### config.mk
export PLATFORM = sky130hd
export DESIGN_NAME = sitl_ctrl
export DESIGN_NICKNAME = d
export VERILOG_FILES = /design/src/rtl/core/sorted_id_table_lookup_unit_defines.svh /design/src/rtl/core/sitl_pkg.sv /design/src/rtl/core/sitl_ctrl.sv
export SDC_FILE = /design/constraint.sdc
export NUM_CORES = 1
export LEC_CHECK = 0
export BUFFER_PORTS_ARGS = -buffer_cell sky130_fd_sc_hd__buf_2
export CAP_MARGIN = 20
export CELL_PAD_IN_SITES_DETAIL_PLACEMENT = 1
export CELL_PAD_IN_SITES_GLOBAL_PLACEMENT = 2
export CORE_MARGIN = 5
export CORE_UTILIZATION = 21
export DETAILED_ROUTE_END_ITERATION = 10
export GPL_TIMING_DRIVEN = 0
export HOLD_SLACK_MARGIN = 0.06
export PLACE_DENSITY_LB_ADDON = 0.1
export SETUP_SLACK_MARGIN = 0.4
export SLEW_MARGIN = 5
export SYNTH_ARGS = -nofsm -noshare
export SYNTH_HDL_FRONTEND = slang
export SYNTH_SLANG_ARGS = --single-unit
### constraint.sdc
create_clock -name clk_i -period 1.45 [get_ports clk_i]
set_input_delay 0.29 -clock clk_i [delete_from_list [all_inputs] [get_ports clk_i]]
set_output_delay 0.29 -clock clk_i [all_outputs]
set_load 0.01 [all_outputs]
### src/rtl/core/sorted_id_table_lookup_unit_defines.svh
// assertion macros used by the sorted id table lookup datapath
`ifndef SORTED_ID_TABLE_LOOKUP_UNIT_DEFINES_SVH
`define SORTED_ID_TABLE_LOOKUP_UNIT_DEFINES_SVH

// same-cycle implication, sampled on clk_i, off while rst_ni is low
`define SITL_ASSERT_IMP(label, ante, cons, msg) \
  label: assert property (@(posedge clk_i) disable iff (!rst_ni) (ante) |-> (cons)) \
    else $error(msg);

// next-cycle implication, sampled on clk_i, off while rst_ni is low
`define SITL_ASSERT_NXT(label, ante, cons, msg) \
  label: assert property (@(posedge clk_i) disable iff (!rst_ni) (ante) |=> (cons)) \
    else $error(msg);

`endif

### src/rtl/core/sitl_pkg.sv
// types, codes and constants of the sorted id table lookup unit
package sitl_pkg;

  localparam int unsigned CMD_W       = 2;
  localparam int unsigned IN_ID_W     = 32;
  localparam int unsigned IDX_W       = 9;
  localparam int unsigned STS_W       = 2;

  localparam int unsigned DEF_TABLE_DEPTH = 256;
  localparam int unsigned DEF_ID_WIDTH    = 32;

  localparam logic [CMD_W-1:0] CMD_CLEAR  = 2'd0;
  localparam logic [CMD_W-1:0] CMD_INSERT = 2'd1;
  localparam logic [CMD_W-1:0] CMD_LOOKUP = 2'd2;

  localparam logic [STS_W-1:0] ST_OK   = 2'd0;
  localparam logic [STS_W-1:0] ST_MISS = 2'd1;
  localparam logic [STS_W-1:0] ST_FULL = 2'd2;

  typedef struct packed {
    logic [CMD_W-1:0]   command;
    logic [IN_ID_W-1:0] frame_id;
  } in_data_t;

  typedef struct packed {
    logic [IDX_W-1:0] entry_index;
    logic [STS_W-1:0] status;
  } out_data_t;

  typedef enum logic [3:0] {
    DP_NONE,
    DP_CLEAR,
    DP_INS_FULL,
    DP_INS_START,
    DP_INS_STEP,
    DP_LK_EMPTY,
    DP_LK_START,
    DP_LK_STEP,
    DP_OTHER,
    DP_PUSH
  } dp_op_e;

  typedef struct packed {
    dp_op_e op;
  } sitl_ctl_t;

  typedef struct packed {
    logic count_zero;
    logic table_full;
    logic ins_shift;
    logic lk_done;
    logic out_free;
  } sitl_sts_t;

endpackage

### src/rtl/core/sitl_ctrl.sv
// controller: sequences clear, insert and lookup operations on the datapath
module sitl_ctrl import sitl_pkg::*; (
  input  logic             clk_i,
  input  logic             rst_ni,
  input  logic             in_valid_i,
  input  logic [CMD_W-1:0] in_cmd_i,
  input  sitl_sts_t        sts_i,
  output logic             in_ready_o,
  output sitl_ctl_t        ctl_o
);

  localparam logic [1:0] S_IDLE = 2'd0;
  localparam logic [1:0] S_INS  = 2'd1;
  localparam logic [1:0] S_LK   = 2'd2;
  localparam logic [1:0] S_DONE = 2'd3;

  logic [1:0] state_q, state_d;

  assign in_ready_o = (state_q == S_IDLE);

  always_comb begin
    state_d   = state_q;
    ctl_o.op  = DP_NONE;
    unique case (state_q)
      S_IDLE: begin
        if (in_valid_i) begin
          state_d = S_DONE;
          unique case (in_cmd_i)
            CMD_CLEAR: begin
              ctl_o.op = DP_CLEAR;
            end
            CMD_INSERT: begin
              if (sts_i.table_full) begin
                ctl_o.op = DP_INS_FULL;
              end else begin
                ctl_o.op = DP_INS_START;
                state_d  = S_INS;
              end
            end
            CMD_LOOKUP: begin
              if (sts_i.count_zero) begin
                ctl_o.op = DP_LK_EMPTY;
              end else begin
                ctl_o.op = DP_LK_START;
                state_d  = S_LK;
              end
            end
            default: begin
              ctl_o.op = DP_OTHER;
            end
          endcase
        end
      end
      S_INS: begin
        ctl_o.op = DP_INS_STEP;
        if (!sts_i.ins_shift) begin
          state_d = S_DONE;
        end
      end
      S_LK: begin
        ctl_o.op = DP_LK_STEP;
        if (sts_i.lk_done) begin
          state_d = S_DONE;
        end
      end
      S_DONE: begin
        // wait for the output register to free up
        if (sts_i.out_free) begin
          ctl_o.op = DP_PUSH;
          state_d  = S_IDLE;
        end
      end
      default: begin
        state_d = S_IDLE;
      end
    endcase
  end

  always_ff @(posedge clk_i or negedge rst_ni) begin
    if (!rst_ni) begin
      state_q <= S_IDLE;
    end else begin
      state_q <= state_d;
    end
  end

endmodule

# --- After elaboration in Yosys (flattened, before gate mapping) ---
# Index checks and enable logic that the tools add are counted.
# Widths: inputs -> output; s select.
op_classes:
  eq_ne: 9
  n_mux: 14
  reduce_logical: 3
op_table:
  columns: ["op", "n"]
  rows:
  - ["$pmux 4 s4", 1]
  - ["$mux 2", 6]
  - ["$pmux 4 s3", 1]
  - ["$mux 4", 2]
  - ["$ne 2x2->1 const B", 4]
  - ["$pmux 2 s4", 1]
  - ["$eq 2x2->1 const B", 3]
  - ["$eq 2x1->1 const B", 2]
  - ["$logic_not 2->1", 2]
  - ["$pmux 2 s2", 1]
  - ["$reduce_and 4->1", 1]
  - ["$mux 1", 2]
word_totals:
  register_bits: 2
  inputBits: 10
  word_cells: 27

# --- Longest topological paths before layout ---
logic_depth:
  depth_word: 4
  ltp_mapped: 5

# --- Least setup slack after synthesis ---
# Ideal clock, no wire load.
synth_timing:
  kind: "reg2reg"
  start: "register state_q[0]"
  end: "register state_q[1]"
  arrival_ns: 1.421
  slack_ns: -0.096
  stages_incl_launch_ff: 6
  path_cell_list: "dfrtp_1 -> inv_1 -> ha_1 -> or2b_1 -> o2111ai_2 -> mux2_2"
synth_between:
  elab_chain_len: 3
  word_cells_on_any_way: 10
  classes_between: "eq/ne (7); mux (1); reduce/logical (2)"
synth_rtl:
  columns: ["item", "line_no", "rtl"]
  rows:
  - ["from (decl)", "sitl_ctrl.sv:17", "logic [1:0] state_q, state_d;"]
  - ["from (signal assigned)", "sitl_ctrl.sv:83", "state_q <= state_d;"]
  - ["$logic_not 2->1 *", null, null]
  - ["net in_ready_o", "sitl_ctrl.sv:8", "output logic in_ready_o,"]
  - ["$ne 2x2->1 (no source line)", null, null]
  - ["$reduce_and 4->1 (no source line)", null, null]
# Mark *: on every way through the listed nets, which the timed path passes. The rest lies on a longest branch.
# A chain may end at the register's enable or synchronous reset.

==> flow_summary.toml <==
[floorplan]
num_rows = 14
die_area_mm2 = 0.00256
dieWidth_um = 50.6
start_util_pct = 22.5
die_y_um = 50.6
core-area_mm2 = 0.00154
io_pins = 15

[grt]
grt_overflow_total = 0
grt_pass1_vias = 429
antenna_found_initial = 0
gr-usage-all-layers_pct = 9.06
grt_max_degree = 8
grt_pass1_wl_um = 1820

[timing]
hold_viol = 0
max_freq_ghz = 0.634
fin_skew_ns = 0.000285
slew_violations = 0
setup_ws_ns = -0.128
min_period_ns = 1.58
setup_viol = 5
post-route-period-util_pct = 109
rsz0062_at_grt = "yes"
worstMarginPinSlew_ns = 0.268
relSlewSlack_pct = 82.1

[logic_synthesis]
avgSynthCellArea_um2 = 8.45
synth_cell_type_count = 22
synth_seq_cells = 2
synth_seq_area_share_pct = 14.4
synth_nets = 60
yosysWarnings = 0
postSynthCellCount = 41
synth_area_um2 = 347

[clock_network]
cts_buffer_depth = 2
clockRootBuffer = "clkbuf_4"
path_clk_slew_ns = 0.03
clk_latency_ns = 0.22
cts_tree = "built"
numCtsBuffers = 3
cts_max_level = 1
clock_sinks = 2

[final_layout]
drive_gt1_share_pct = 70.1
reg_top3 = "state_q x2"
nNetsFinal = 88
largest_register = "state_q"
filler_cell_count = 176
antenna_cells = 0
final_cell_area_um2 = 687
area_growth_pct = 98.2
largest_register_ffs = 2

[critical_path]
max_stage_delay_ns = 0.41
cp.arrival_ns = 1.29
critPathKind = "flop to output pin"
cp-start-kind = "flop"
crit_family = "flip-flops"
critical_path_buf_inv_count = 2
cp.required_ns = 1.16
worstSetupPathDepth = 5
worst-r2r-cell-count = 5
cp_slowest_cell = "dfrtp_1"
end_kind = "output pin"
crit_fanout = 7
cp_cell_sequence = "inv_2, ha_4, nand2_2, o22ai_1, buf_2"

[place]
placed_area_um2 = 495
dp_hpwl_um = 800
place.gp.congestion = 0.737
port_buffers = 14
place_ws_ns = -0.259

[outcome]
outcome = "finished with violations"
violations = "setup timing"

[routing]
vias = 382
wl_met3_um = 54
wire_per_inst_um = 12.6
wl_um = 1040
wl_met1_um = 498
ant_nets = 0
met2WireLength_um = 492
drtPass1Iterations = 2
viasPerCell = 4.60
top_layer = "met3"
drc = 0
drtIter0Drc = 1

[run]
cap_violations = 0

[power_and_ir_drop]
total_leakage_power_nw = 0.306
irDropWorstVdd_v = 0.000954
power.density_mw_per_mm2 = 1830
finalPower_mw = 1.26

[worst_hold_path]
min_path_type = "input port to async pin"
==> cell usage in the layout (no fill, tap or decap), types with 2 or more instances in the layout <==
| cell type | Yosys | routed |
|---|---|---|
| buf_2 | 0 | 11 |
| buf_4 | 0 | 8 |
| ha_4 | 0 | 5 |
| inv_2 | 0 | 4 |
| ha_1 | 9 | 3 |
| clkbuf_4 | 0 | 3 |
| nand2_2 | 0 | 2 |
| nand2_1 | 4 | 2 |
| buf_6 | 0 | 2 |
| dfrtp_1 | 2 | 2 |
==> power breakdown <==
group	switching, mW	internal (mW)
clock network	0.0279	0.0910
registers	0.0347	0.0892
logic	0.455	0.558
==> what timing repair did <==
action                                  in CTS  in global routing
pin swaps                                    8                  2
endpoints found under the hold margin        2                  0
setup buffers                                6                  2
hold buffers                                 1                  0
resized for setup                           21                  2
endpoints found under the setup margin       7                  7
==> synth_stat cells <==
cell type  instances  share of area, %
a21oi_1            1               1.4
a22oi_1            1               2.2
and2_0             1               1.8
and2_1             1               1.8
dfrtp_1            2                14
ha_1               9                32
inv_1              7               7.6
mux2_2             1               3.2
mux2i_1            1               2.9
nand2_1            4               4.3
nand2b_1           1               1.8
nand3_1            1               1.4
nor2_1             1               1.1
nor2b_1            1               1.8
nor3b_1            1               2.2
o2111ai_2          1               4.3
o21ai_0            1               1.4
o22ai_1            2               3.6
o311ai_0           1               2.5
o32a_1             1               2.9
o32ai_1            1               2.5
or2b_1             1               2.2
==> stage by stage <==
stage | setup TNS [ns] | utilization, % | cells | hold WS [ns]
after floorplan | 0 | - | 41 | -0.00559
after global placement | -0.432 | 32.1 | 71 | 0.0735
after detailed placement | -0.504 | 32.1 | 71 | 0.0774
after CTS | -0.493 | 43.2 | 81 | 0.390
after global routing | -0.946 | 44.6 | 83 | 0.398
final | -0.491 | 44.6 | 83 | 0.409
==> cell type report <==
cell class	instances	area, µm²	area share, %
repair buffers	23	168	24.4
well taps	16	20.0	2.91
inverters	7	41.3	6.01
clock buffers	3	22.5	3.28
multi-input cells	32	385	56.1
flip-flops and latches	2	50.0	7.29
==> metal layers <==
metal	vias to the layer above	global-route usage, %
met3	0	1.48
li1	197	-
met1	176	11.3
met5	-	0
met2	9	14.5
met4	0	5.11
==> cell families after synthesis <==
logic type,share of synthesized area [%]
AND/OR/NAND/NOR,18.4
adder cells (fa/ha/maj),32.5
multiplexers,6.14
AO/OA/AOI/OAI,20.9
flip-flops,14.4
buffers and inverters,7.58
==> path summary, 6_finish.rpt <==
check | end | slack (ns) | from
setup / recovery | ctl_o[3] | -0.13 | state_q[1]
hold / removal | state_q[1] | 0.41 | rst_ni
setup reg to reg | state_q[1] | -0.06 | state_q[1]
hold reg to reg | state_q[0] | 0.64 | state_q[0]
max in group asynchronous | state_q[0] | 0.95 | rst_ni
min in group clk_i | state_q[0] | 0.45 | sts_i[2]
No activity file was read; power rests on OpenSTA's default activity.
